<file path="src/sv/srb_pkg.sv">
package srb_pkg;

  // Framebuffer and region limits.
  localparam int FB_WIDTH   = 128;
  localparam int FB_HEIGHT  = 128;
  localparam int MAX_REGION = 1024;

  // Field widths fixed by the interface.
  localparam int COORD_W  = 12;
  localparam int SIZE_W   = 10;
  localparam int XFORM_W  = 3;
  localparam int ANCHOR_W = 7;
  localparam int ARGB_W   = 32;
  localparam int ADDR_W   = 14;
  localparam int ORIGIN_W = 13;
  localparam int POINT_W  = 14;
  localparam int WIDE_W   = 15;
  localparam int CFG_IDX_W = 3;

  // Framebuffer coordinate widths and the width of the linear index.
  localparam int FB_X_BITS = $clog2(FB_WIDTH);
  localparam int FB_Y_BITS = $clog2(FB_HEIGHT);
  localparam int LIN_W     = FB_Y_BITS + $clog2(FB_WIDTH + 1);

  // Anchor bits.
  localparam int ANC_HCENTER  = 0;
  localparam int ANC_VCENTER  = 1;
  localparam int ANC_RIGHT    = 3;
  localparam int ANC_BOTTOM   = 5;
  localparam int ANC_BASELINE = 6;

  // Orientation codes.
  localparam logic [XFORM_W-1:0] XF_NONE      = 3'd0;
  localparam logic [XFORM_W-1:0] XF_VMIRROR   = 3'd1;
  localparam logic [XFORM_W-1:0] XF_HMIRROR   = 3'd2;
  localparam logic [XFORM_W-1:0] XF_ROT180    = 3'd3;
  localparam logic [XFORM_W-1:0] XF_TRANSPOSE = 3'd4;
  localparam logic [XFORM_W-1:0] XF_ROT90     = 3'd5;
  localparam logic [XFORM_W-1:0] XF_ROT270    = 3'd6;
  localparam logic [XFORM_W-1:0] XF_ANTITRANS = 3'd7;

  // Configuration register indexes.
  localparam logic [CFG_IDX_W-1:0] CFG_TRANSLATE_X = 3'd0;
  localparam logic [CFG_IDX_W-1:0] CFG_TRANSLATE_Y = 3'd1;
  localparam logic [CFG_IDX_W-1:0] CFG_CLIP_X      = 3'd2;
  localparam logic [CFG_IDX_W-1:0] CFG_CLIP_Y      = 3'd3;
  localparam logic [CFG_IDX_W-1:0] CFG_CLIP_W      = 3'd4;
  localparam logic [CFG_IDX_W-1:0] CFG_CLIP_H      = 3'd5;

  // Configuration as seen by the clip stage.
  typedef struct packed {
    logic signed [COORD_W-1:0] translate_x;
    logic signed [COORD_W-1:0] translate_y;
    logic signed [COORD_W-1:0] clip_x;
    logic signed [COORD_W-1:0] clip_y;
    logic        [COORD_W-1:0] clip_w;
    logic        [COORD_W-1:0] clip_h;
  } cfg_t;

  // A mapped pixel between the map stage and the clip stage.
  typedef struct packed {
    logic                      drawable;
    logic                      done;
    logic signed [POINT_W-1:0] ux;
    logic signed [POINT_W-1:0] uy;
    logic        [ARGB_W-1:0]  argb;
  } pix_t;

endpackage

</file>
<file path="src/sv/srb_map.sv">
module srb_map (
  input  logic                              clk,
  input  logic                              rst,
  input  logic                              advance,
  input  logic                              in_valid,
  input  logic                              action,
  input  logic [srb_pkg::SIZE_W-1:0]        region_width,
  input  logic [srb_pkg::SIZE_W-1:0]        region_height,
  input  logic [srb_pkg::XFORM_W-1:0]       transform,
  input  logic [srb_pkg::ANCHOR_W-1:0]      anchor,
  input  logic signed [srb_pkg::COORD_W-1:0] anchor_x,
  input  logic signed [srb_pkg::COORD_W-1:0] anchor_y,
  input  logic [srb_pkg::ARGB_W-1:0]        pixel_argb,
  input  logic                              src_inside,
  output logic                              pix_valid,
  output srb_pkg::pix_t                     pix
);
  import srb_pkg::*;

  logic [SIZE_W-1:0]          saved_width;
  logic [SIZE_W-1:0]          saved_height;
  logic [XFORM_W-1:0]         saved_transform;
  logic signed [ORIGIN_W-1:0] origin_x;
  logic signed [ORIGIN_W-1:0] origin_y;
  logic [SIZE_W-1:0]          column_count;
  logic [SIZE_W-1:0]          row_count;

  logic [SIZE_W-1:0]          w_sat, h_sat, ow, oh;
  logic signed [ORIGIN_W-1:0] shift_x, shift_y;
  logic                       active, last_col;
  logic [SIZE_W-1:0]          col_inv, row_inv, ox, oy;
  pix_t                       pix_next;

  // Begin item: clamp the region and place the top-left origin.
  always_comb begin
    w_sat = region_width;
    h_sat = region_height;
    if (32'(region_width) > MAX_REGION) begin
      w_sat = SIZE_W'(MAX_REGION);
    end
    if (32'(region_height) > MAX_REGION) begin
      h_sat = SIZE_W'(MAX_REGION);
    end
    ow = transform[2] ? h_sat : w_sat;
    oh = transform[2] ? w_sat : h_sat;
    if (anchor[ANC_HCENTER]) begin
      shift_x = signed'(ORIGIN_W'(ow >> 1));
    end else if (anchor[ANC_RIGHT]) begin
      shift_x = signed'(ORIGIN_W'(ow));
    end else begin
      shift_x = '0;
    end
    if (anchor[ANC_VCENTER]) begin
      shift_y = signed'(ORIGIN_W'(oh >> 1));
    end else if (anchor[ANC_BOTTOM] || anchor[ANC_BASELINE]) begin
      shift_y = signed'(ORIGIN_W'(oh));
    end else begin
      shift_y = '0;
    end
  end

  // Pixel item: map the source position through the orientation.
  always_comb begin
    active   = (saved_width != '0) && (saved_height != '0) && (row_count < saved_height);
    last_col = ({1'b0, column_count} + 1'b1) >= {1'b0, saved_width};
    col_inv  = saved_width - SIZE_W'(1) - column_count;
    row_inv  = saved_height - SIZE_W'(1) - row_count;
    case (saved_transform)
      XF_VMIRROR: begin
        ox = column_count; oy = row_inv;
      end
      XF_HMIRROR: begin
        ox = col_inv; oy = row_count;
      end
      XF_ROT180: begin
        ox = col_inv; oy = row_inv;
      end
      XF_TRANSPOSE: begin
        ox = row_count; oy = column_count;
      end
      XF_ROT90: begin
        ox = row_inv; oy = column_count;
      end
      XF_ROT270: begin
        ox = row_count; oy = col_inv;
      end
      XF_ANTITRANS: begin
        ox = row_inv; oy = col_inv;
      end
      default: begin
        ox = column_count; oy = row_count;
      end
    endcase
    pix_next.drawable = active && src_inside && (pixel_argb[ARGB_W-1 -: 8] != 8'd0);
    pix_next.done     = active && (column_count == saved_width - SIZE_W'(1)) &&
                        (row_count == saved_height - SIZE_W'(1));
    pix_next.ux       = POINT_W'(origin_x) + signed'(POINT_W'(ox));
    pix_next.uy       = POINT_W'(origin_y) + signed'(POINT_W'(oy));
    pix_next.argb     = pixel_argb;
  end

  // Region state: begin latches geometry, pixels step the raster counters.
  always_ff @(posedge clk) begin
    if (rst) begin
      saved_width     <= '0;
      saved_height    <= '0;
      saved_transform <= XF_NONE;
      origin_x        <= '0;
      origin_y        <= '0;
      column_count    <= '0;
      row_count       <= '0;
    end else if (advance && in_valid) begin
      if (!action) begin
        saved_width     <= w_sat;
        saved_height    <= h_sat;
        saved_transform <= transform;
        origin_x        <= ORIGIN_W'(anchor_x) - shift_x;
        origin_y        <= ORIGIN_W'(anchor_y) - shift_y;
        column_count    <= '0;
        row_count       <= '0;
      end else if (active) begin
        if (last_col) begin
          column_count <= '0;
          row_count    <= row_count + SIZE_W'(1);
        end else begin
          column_count <= column_count + SIZE_W'(1);
        end
      end
    end
  end

  // Stage register toward the clip stage.
  always_ff @(posedge clk) begin
    if (rst) begin
      pix_valid <= 1'b0;
    end else if (advance) begin
      pix_valid <= in_valid && action;
    end
  end

  always_ff @(posedge clk) begin
    if (advance) begin
      pix <= pix_next;
    end
  end

endmodule

</file>
<file path="src/sv/srb_clip.sv">
module srb_clip (
  input  logic                       clk,
  input  logic                       rst,
  input  logic                       advance,
  input  srb_pkg::cfg_t              cfg,
  input  logic                       pix_valid,
  input  srb_pkg::pix_t              pix,
  output logic                       out_valid,
  output logic                       write_enable,
  output logic [srb_pkg::ADDR_W-1:0] fb_address,
  output logic [srb_pkg::ARGB_W-1:0] write_data,
  output logic                       region_done
);
  import srb_pkg::*;

  logic signed [WIDE_W-1:0] ux, uy, clip_x_end, clip_y_end, fx, fy;
  logic                     in_clip, in_fb, we;
  logic [LIN_W-1:0]         lin;

  // Clip rectangle test, then translation and framebuffer bounds.
  always_comb begin
    ux         = WIDE_W'(pix.ux);
    uy         = WIDE_W'(pix.uy);
    clip_x_end = WIDE_W'(cfg.clip_x) + signed'(WIDE_W'(cfg.clip_w));
    clip_y_end = WIDE_W'(cfg.clip_y) + signed'(WIDE_W'(cfg.clip_h));
    in_clip    = (ux >= WIDE_W'(cfg.clip_x)) && (uy >= WIDE_W'(cfg.clip_y)) &&
                 (ux < clip_x_end) && (uy < clip_y_end);
    fx         = ux + WIDE_W'(cfg.translate_x);
    fy         = uy + WIDE_W'(cfg.translate_y);
    in_fb      = !fx[WIDE_W-1] && !fy[WIDE_W-1] &&
                 (fx < WIDE_W'(FB_WIDTH)) && (fy < WIDE_W'(FB_HEIGHT));
    we         = pix.drawable && in_clip && in_fb;
    lin        = LIN_W'(fy[FB_Y_BITS-1:0]) * LIN_W'(FB_WIDTH) +
                 LIN_W'(fx[FB_X_BITS-1:0]);
  end

  // Result register.
  always_ff @(posedge clk) begin
    if (rst) begin
      out_valid <= 1'b0;
    end else if (advance) begin
      out_valid <= pix_valid;
    end
  end

  always_ff @(posedge clk) begin
    if (advance) begin
      write_enable <= we;
      fb_address   <= we ? ADDR_W'(lin) : '0;
      write_data   <= we ? pix.argb : '0;
      region_done  <= pix.done;
    end
  end

endmodule

</file>
<file path="src/sv/sprite_region_blitter.sv">
// Channel   Handshake             Payload
// input     in_valid / in_stall   action, region_width, region_height, transform,
//                                 anchor, anchor_x, anchor_y, pixel_argb, src_inside
// result    out_valid / out_stall write_enable, fb_address, write_data, region_done
// config    cfg_valid / cfg_ready cfg_index, cfg_data
//
// One item per cycle while no result is held; the edge that accepts a pixel item loads the
// map register, and the result register is loaded from it when the pipeline next advances.
// Begin items update the region state and give no result.
// Reset is synchronous and clears the region state and both stage valids;
// the configuration registers return to zero translate and clip, 128 x 128 clip size.
// A stalled result holds both stages; in_stall follows out_stall while a result waits.
module sprite_region_blitter (
  input  logic                               clk,
  input  logic                               rst,
  input  logic                               in_valid,
  output logic                               in_stall,
  input  logic                               action,
  input  logic [srb_pkg::SIZE_W-1:0]         region_width,
  input  logic [srb_pkg::SIZE_W-1:0]         region_height,
  input  logic [srb_pkg::XFORM_W-1:0]        transform,
  input  logic [srb_pkg::ANCHOR_W-1:0]       anchor,
  input  logic signed [srb_pkg::COORD_W-1:0] anchor_x,
  input  logic signed [srb_pkg::COORD_W-1:0] anchor_y,
  input  logic [srb_pkg::ARGB_W-1:0]         pixel_argb,
  input  logic                               src_inside,
  output logic                               out_valid,
  input  logic                               out_stall,
  output logic                               write_enable,
  output logic [srb_pkg::ADDR_W-1:0]         fb_address,
  output logic [srb_pkg::ARGB_W-1:0]         write_data,
  output logic                               region_done,
  input  logic                               cfg_valid,
  output logic                               cfg_ready,
  input  logic [srb_pkg::CFG_IDX_W-1:0]      cfg_index,
  input  logic [srb_pkg::COORD_W-1:0]        cfg_data
);
  import srb_pkg::*;

  cfg_t  cfg;
  logic  advance;
  logic  pix_valid;
  pix_t  pix;

  // The whole pipeline moves unless a finished result is being held.
  assign advance   = !(out_valid && out_stall);
  assign in_stall  = !advance;
  assign cfg_ready = 1'b1;

  // Configuration registers.
  always_ff @(posedge clk) begin
    if (rst) begin
      cfg.translate_x <= '0;
      cfg.translate_y <= '0;
      cfg.clip_x      <= '0;
      cfg.clip_y      <= '0;
      cfg.clip_w      <= COORD_W'(128);
      cfg.clip_h      <= COORD_W'(128);
    end else if (cfg_valid && cfg_ready) begin
      case (cfg_index)
        CFG_TRANSLATE_X: cfg.translate_x <= signed'(cfg_data);
        CFG_TRANSLATE_Y: cfg.translate_y <= signed'(cfg_data);
        CFG_CLIP_X:      cfg.clip_x      <= signed'(cfg_data);
        CFG_CLIP_Y:      cfg.clip_y      <= signed'(cfg_data);
        CFG_CLIP_W:      cfg.clip_w      <= cfg_data;
        CFG_CLIP_H:      cfg.clip_h      <= cfg_data;
        default: begin
        end
      endcase
    end
  end

  srb_map u_map (
    .clk           (clk),
    .rst           (rst),
    .advance       (advance),
    .in_valid      (in_valid),
    .action        (action),
    .region_width  (region_width),
    .region_height (region_height),
    .transform     (transform),
    .anchor        (anchor),
    .anchor_x      (anchor_x),
    .anchor_y      (anchor_y),
    .pixel_argb    (pixel_argb),
    .src_inside    (src_inside),
    .pix_valid     (pix_valid),
    .pix           (pix)
  );

  srb_clip u_clip (
    .clk          (clk),
    .rst          (rst),
    .advance      (advance),
    .cfg          (cfg),
    .pix_valid    (pix_valid),
    .pix          (pix),
    .out_valid    (out_valid),
    .write_enable (write_enable),
    .fb_address   (fb_address),
    .write_data   (write_data),
    .region_done  (region_done)
  );

endmodule

</file>
<file path="config.mk">
export PLATFORM = sky130hd
export DESIGN_NAME = sprite_region_blitter
export DESIGN_NICKNAME = d
export VERILOG_FILES = /design/src/sv/srb_pkg.sv /design/src/sv/srb_map.sv /design/src/sv/srb_clip.sv /design/src/sv/sprite_region_blitter.sv
export SDC_FILE = /design/constraint.sdc
export NUM_CORES = 1
export LEC_CHECK = 0
export ABC_CLOCK_PERIOD_IN_PS = 5300
export BUFFER_PORTS_ARGS = -buffer_cell sky130_fd_sc_hd__buf_2
export CAP_MARGIN = 25
export CORE_ASPECT_RATIO = 0.8
export CORE_MARGIN = 5
export CORE_UTILIZATION = 45
export DETAILED_ROUTE_END_ITERATION = 8
export GPL_TIMING_DRIVEN = 1
export RECOVER_POWER = 100
export REMOVE_ABC_BUFFERS = 1
export SYNTH_ARGS = -nofsm -noshare
export SYNTH_HDL_FRONTEND = slang
export SYNTH_SLANG_ARGS = --single-unit
</file>
<file path="constraint.sdc">
create_clock -name clk -period 5.3 [get_ports clk]
set_input_delay 0.53 -clock clk [delete_from_list [all_inputs] [get_ports clk]]
set_output_delay 0.53 -clock clk [all_outputs]
set_load 0.02 [all_outputs]
</file>
; Yosys cells after proc, flatten, opt, wreduce, memory -nomap -nowiden
; Cells that the tools add are included.
; Widths: inputs -> output; s select.
[word_totals]
wordCells = 119
out_inout_bits = 51
rom_bits = 0
ramBits = 0
mem_count = 0
register_bits = 253
inputBits = 108
latchBits = 0
[classes]
eq_ne = 16
n_shift = 0
div_mod_pow = 0
n_bitwise = 1
n_reduce_logical = 40
n_lt_le_gt_ge = 8
add_sub_neg = 16
multipliers = 0
n_mux = 14
[ops]
columns = op, count
row1 = $mux 10, 11
row2 = $pmux 10 s3, 2
row3 = $add 14x12->15, 2
row4 = $lt 15x9->1 const B, 2
row5 = $add 12x13->14, 2
row6 = $add 13x11->14, 2
row7 = $ge 14x12->1, 2
row8 = $lt 14x14->1, 2
row9 = $add 10x1->10 const B, 2
row10 = $eq 10x10->1, 2
row11 = $reduce_bool 10->1, 2
row12 = $sub 10x1->10 const B, 2
row13 = $sub 10x10->10, 2
row14 = $eq 3x3->1 const B, 6
row15 = $logic_and 1x1->1, 17
row16 = $reduce_and 2->1, 8
row17 = $add 14x7->14, 1
row18 = $mux 13, 1
row19 = $sub 12x11->13, 1
row20 = $sub 12x13->13, 1
row21 = $eq 3x2->1 const B, 4
row22 = $reduce_or 2->1, 6
row23 = $add 10x1->11 const B, 1
row24 = $ge 11x10->1, 1
row25 = other kinds (9), 13

; Logic depth before layout (Yosys ltp)
[logic_depth]
depth_word = 6
mapped_depth = 24
mapped_depth_nobuf = 22

; Hierarchy
; Synthesis repeated with hierarchy kept, for this count alone.
[hier_totals]
hier_cells = 1811
hier_area_um2 = 17255.3
[modules_own_cells]
columns = mod, seq_area_each_um2, area_each_um2, n_inst, cells_each
row1 = srb_map, 3263.1, 8851.0, 1, 968
row2 = srb_clip, 1461.4, 5534.1, 1, 585
row3 = sprite_region_blitter, 1441.4, 2870.3, 1, 258

; Least setup slack after synthesis
; No wires, ideal clock.
[synth_timing]
kind = input to register
start = in out_stall
end = reg u_map.column_count[0]
cell_stages = 6
required_ns = 5.174
setup_slack_ns = 0.696
setup_time_ns = 0.126
arrival_time_ns = 4.478
path_buffers = 1
path_cell_list = nand2_1 nand2_1 nor3_1 or2_2 clkbuf_1 nor2_1
[synth_between]
elab_chain_len = 4
[synth_rtl]
columns = item, line
row1 = "start, declared", sprite_region_blitter.sv:28  ; input logic out_stall,
row2 = $logic_and 1x1->1, sprite_region_blitter.sv:46  ; assign advance = !(out_valid && out_stall);
row3 = $logic_not 1->1, sprite_region_blitter.sv:46
row4 = $logic_and 1x1->1, srb_map.sv:112  ; end else if (advance && in_valid) begin
row5 = $reduce_and 2->1 (no line), n/a
row6 = "end signal, assigned", srb_map.sv:126  ; column_count <= column_count + SIZE_W'(1);
row7 = "end, declared", srb_map.sv:25  ; logic [SIZE_W-1:0] column_count;
; No other way between the ends.
; A chain may end at the register's enable or synchronous reset.

; Worst setup path in the final report
[layout_timing]
start = reg cfg[13] (netlist name)
end = reg u_clip.fb_address[9] (netlist bit) (data pin)
[layout_between]
elab_chain_len = 6
[layout_rtl]
columns = item, line
row1 = $add 12x13->14, srb_clip.sv:24  ; clip_x_end = WIDE_W'(cfg.clip_x) + signed'(WIDE_W'(cfg.clip_w));
row2 = $lt 14x14->1, srb_clip.sv:27  ; (ux < clip_x_end) && (uy < clip_y_end);
row3 = $logic_and 1x1->1, srb_clip.sv:26  ; in_clip = (ux >= WIDE_W'(cfg.clip_x)) && (uy >= WIDE_W'(cfg.clip_y)) &&
row4 = $logic_and 1x1->1, srb_clip.sv:27
row5 = $logic_and 1x1->1 (2 in series), srb_clip.sv:32  ; we = pix.drawable && in_clip && in_fb;
row6 = "end signal, assigned", srb_clip.sv:49  ; fb_address <= we ? ADDR_W'(lin) : '0;
row7 = "end, declared", srb_clip.sv:10  ; output logic [srb_pkg::ADDR_W-1:0] fb_address,
; No other way between the ends.

==> impl_metrics.py <==
metrics = {
    "worst_hold_path": {
        "min_from": "pixel_argb[14]",
        "hp-class": "in2reg",
        "hold_end": "u_map.pix[14]$_DFFE_PN_",
        "holdPathStages": 1,
    },
    "clock_tree": {
        "path_clk_slew_ns": 0.06,
        "cts_num_sinks": 253,
        "cts_buffers": 30,
        "cts_tree": "built",
        "cts-root-buf": "clkbuf_16",
        "worst_skew_pair.late_latency_ns": 0.58,
        "cts_hold_buf": 0,
        "clock_path_buffers": 3,
        "htree_levels": 1,
    },
    "yosys": {
        "synth.area.top_cells": "edfxtp_1 20%, dfxtp_1 17%, ha_1 14%",
        "yosys_warnings": 0,
        "netlist_instances": 1847,
        "ys_seq_area_frac": 0.3686,
        "synth_most_common_cell": "nand2_1",
        "synth_top_cell_area_share": 0.1975,
        "synth.avg_cell_area_um2": 9.056,
        "synth_edf_count": 110,
        "ys_async_sr_fraction": 0,
        "synth.cell_area_um2": 16730,
        "ys_types": 75,
        "ys_ff_latch": 253,
        "synthTopCellsByCount": "287 x nand2_1, 191 x ha_1, 187 x a21oi_1",
        "yosys.area.top_type": "edfxtp_1",
        "ys.flop_type": "dfxtp_1",
    },
    "floorplanning": {
        "rows": 63,
        "die_x_um": 225.6,
        "coreArea_um2": 36890,
        "ioPinCount": 159,
        "dieHeight_um": 182.4,
        "fp.dieArea_um2": 41150,
        "initial_core_util": 0.4534,
    },
    "critical_path": {
        "ff2ff_setup_slack_ns": 0.33,
        "critical_path_class": "reg2reg",
        "cp.required_ns": 5.68,
        "crit_path_end_kind": "flip-flop",
        "rr_endpoint": "u_clip.fb_address[9]$_SDFFCE_PN0N_",
        "crit_top_cell": "a21oi_1",
        "r2r-start": "cfg[13]$_SDFFE_PP0P_",
        "reg2regPathDepth": 21,
        "crit_chain": "ha_1, a21o_1, a21oi_2, o21ai_1, o211a_1, o21a_1, o21ai_1, a21oi_1, a21oi_1, xnor2_1, ha_1, or4b_2, a21oi_1, o21ai_0, a31oi_2, o2111ai_1, nor4_1, nand4_1, clkbuf_1, buf_12, nor4_1",
        "slowest_delay_ns": 0.59,
        "critPathMaxFanout": 20,
        "crit_arrival_ns": 5.35,
        "slowest_stage": "or4b_2",
        "cp-start-kind": "flip-flop",
    },
    "sta": {
        "rsz0062_at_grt": "false",
        "maxSlewViolCount": 203,
        "worst_slew_pin_slew_ns": 4.167,
        "max_freq_mhz": 201.2,
        "max_slew_margin": -1.778,
        "hold_violations": 0,
        "finClkSkew_ns": 0.01869,
        "finalCritPeriodShare": 0.9377,
        "min_period_ns": 4.970,
        "holdWs_ns": 0.1386,
        "setup_viol": 0,
    },
    "finish": {
        "area_growth_pct": 12.14,
        "layout.nets": 2288,
        "finish.instance_area_um2": 18760,
        "fin_util": 0.5084,
        "drive_gt1_frac": 0.1009,
    },
    "drt": {
        "vias_per_cell": 5.442,
        "drtIter0Drc": 958,
        "wl_per_cell_um": 17.74,
        "drc_errors": 0,
        "postRouteAntennaNets": 0,
        "vias": 13550,
        "wl_mm": 44.18,
        "drtPass1Iterations": 5,
    },
    "placed_design": {
        "gp_congestion": 0.8970,
        "dpl-instance-area_um2": 17910,
        "numPortBuffers": 155,
        "dp_hpwl_mm": 33.55,
    },
    "power": {
        "power_leakage_nw": 7.510,
        "p_per_area_nw_per_um2": 296.9,
        "peakVddDrop_v": 0.0002746,
    },
    "global_routing": {
        "grt_max_degree": 86,
        "grt.total_usage": 0.2086,
        "grt_pass1_wl_mm": 69.74,
        "antenna_found_initial": 1,
        "grt_overflow": 0,
        "first_global_vias": 12930,
    },
    "outcome": {
        "violations": "max-capacitance violations, max-slew violations",
        "status": "finished, violations left",
    },
    "flow_run": {
        "timing.max_cap.violations": 3,
    },
}
worst max-delay path: cells and delay by family, from the launching register on:
| family | cells | cell delay, ns |
|---|---|---|
| DFF | 1 | 0.33 |
| AOI/OAI and AO/OA | 12 | 2.16 |
| buffers and inverters | 2 | 0.35 |
| xor gates and xnor gates | 1 | 0.09 |
| and+or+nand+nor | 4 | 1.22 |
| adders and majority gates | 2 | 0.62 |
where the power goes:
| part | internal, mW | switching (mW) |
|---|---|---|
| sequential | 2.14 | 0.102 |
| clock | 1.27 | 0.874 |
| combinational | 0.502 | 0.683 |
sequential cells by signal (all words and copies together) (netlist names):
register               count
cfg                       72
u_clip.fb_address         14
u_clip.out_valid           1
u_clip.region_done         1
u_clip.write_data         32
u_clip.write_enable        1
u_map.column_count        10
u_map.origin_x            13
u_map.origin_y            13
u_map.pix                 62
u_map.pix_valid            1
u_map.row_count           10
u_map.saved_height        10
u_map.saved_transform      3
u_map.saved_width         10
per-stage QoR:
stage | total power [mW] | worst slack, ns | setup TNS, ns | instances
after floorplan | 3.084 | -0.8111 | -43.23 | 1780
after global placement | 3.438 | 0.1832 | 0 | 2428
after detailed placement | 3.464 | 0.01485 | 0 | 2429
after CTS | 5.624 | 0.01464 | 0 | 2487
after global routing | 5.875 | 0.03960 | 0 | 2489
final | 5.569 | 0.3301 | 0 | 2490
what timing repair did:
action                     4_1_cts  5_1_grt
pin swaps                        2        1
gates resized for setup          1        7
gates cloned                     1        0
buffers inserted                 2        0
setup endpoints to repair        3       47
per-layer routing:
layer | up-vias | share of wire | GRT usage
met5 | - | 0.00029 | 0
met4 | 2 | 0.027 | 0.05324
met1 | 6329 | 0.50 | 0.3112
li1 | 6820 | - | -
met2 | 333 | 0.42 | 0.3122
met3 | 66 | 0.058 | 0.03828
kinds of logic after synthesis:
family,synth area share
AO/OA/AOI/OAI,0.1562
adder cells (fa/ha/maj),0.1548
other,0.0002242
AND/OR/NAND/NOR,0.1854
multiplexers,0.03224
flip-flops,0.3686
buffers and inverters,0.04226
XOR/XNOR,0.06022
cell type report:
class / count / area [µm²]
fill: 3536 / 18130
multi-input combinational: 1422 / 9742
sequential: 253 / 6166
timing repair buffer: 167 / 824.5
clock buffer: 33 / 783.3
tap: 487 / 609.3
inverter: 105 / 394.1
clock inverter: 22 / 235.2
antenna: 1 / 2.502
cells in the final DEF, fill, tap and decap left out, drive strengths merged, types with 35 or more instances in the layout:
cell    instances
a21oi         187
o21ai          83
nor3           44
xor2           35
nor3b          37
nand2         287
clkbuf         97
buf           103
dfxtp         143
inv           109
nor2          109
edfxtp        110
xnor2          80
ha            191
how the worst max path moves through the flow:
stage                                     from                                 end  cells after the start  slack [ns]
final                     cfg[13]$_SDFFE_PP0P_  u_clip.fb_address[9]$_SDFFCE_PN0N_                     21        0.33
after global routing       cfg[1]$_SDFFE_PP0P_  u_clip.write_data[7]$_SDFFCE_PN0N_                     21        0.04
after CTS                 cfg[13]$_SDFFE_PP0P_  u_clip.fb_address[4]$_SDFFCE_PN0N_                     21        0.01
after detailed placement  cfg[13]$_SDFFE_PP0P_  u_clip.fb_address[9]$_SDFFCE_PN0N_                     20        0.01
after global placement    cfg[13]$_SDFFE_PP0P_  u_clip.fb_address[9]$_SDFFCE_PN0N_                     20        0.18
after floorplan           cfg[13]$_SDFFE_PP0P_  u_clip.fb_address[2]$_SDFFCE_PN0N_                     19       -0.81
Note: power is estimated with default switching activity, not from simulation.
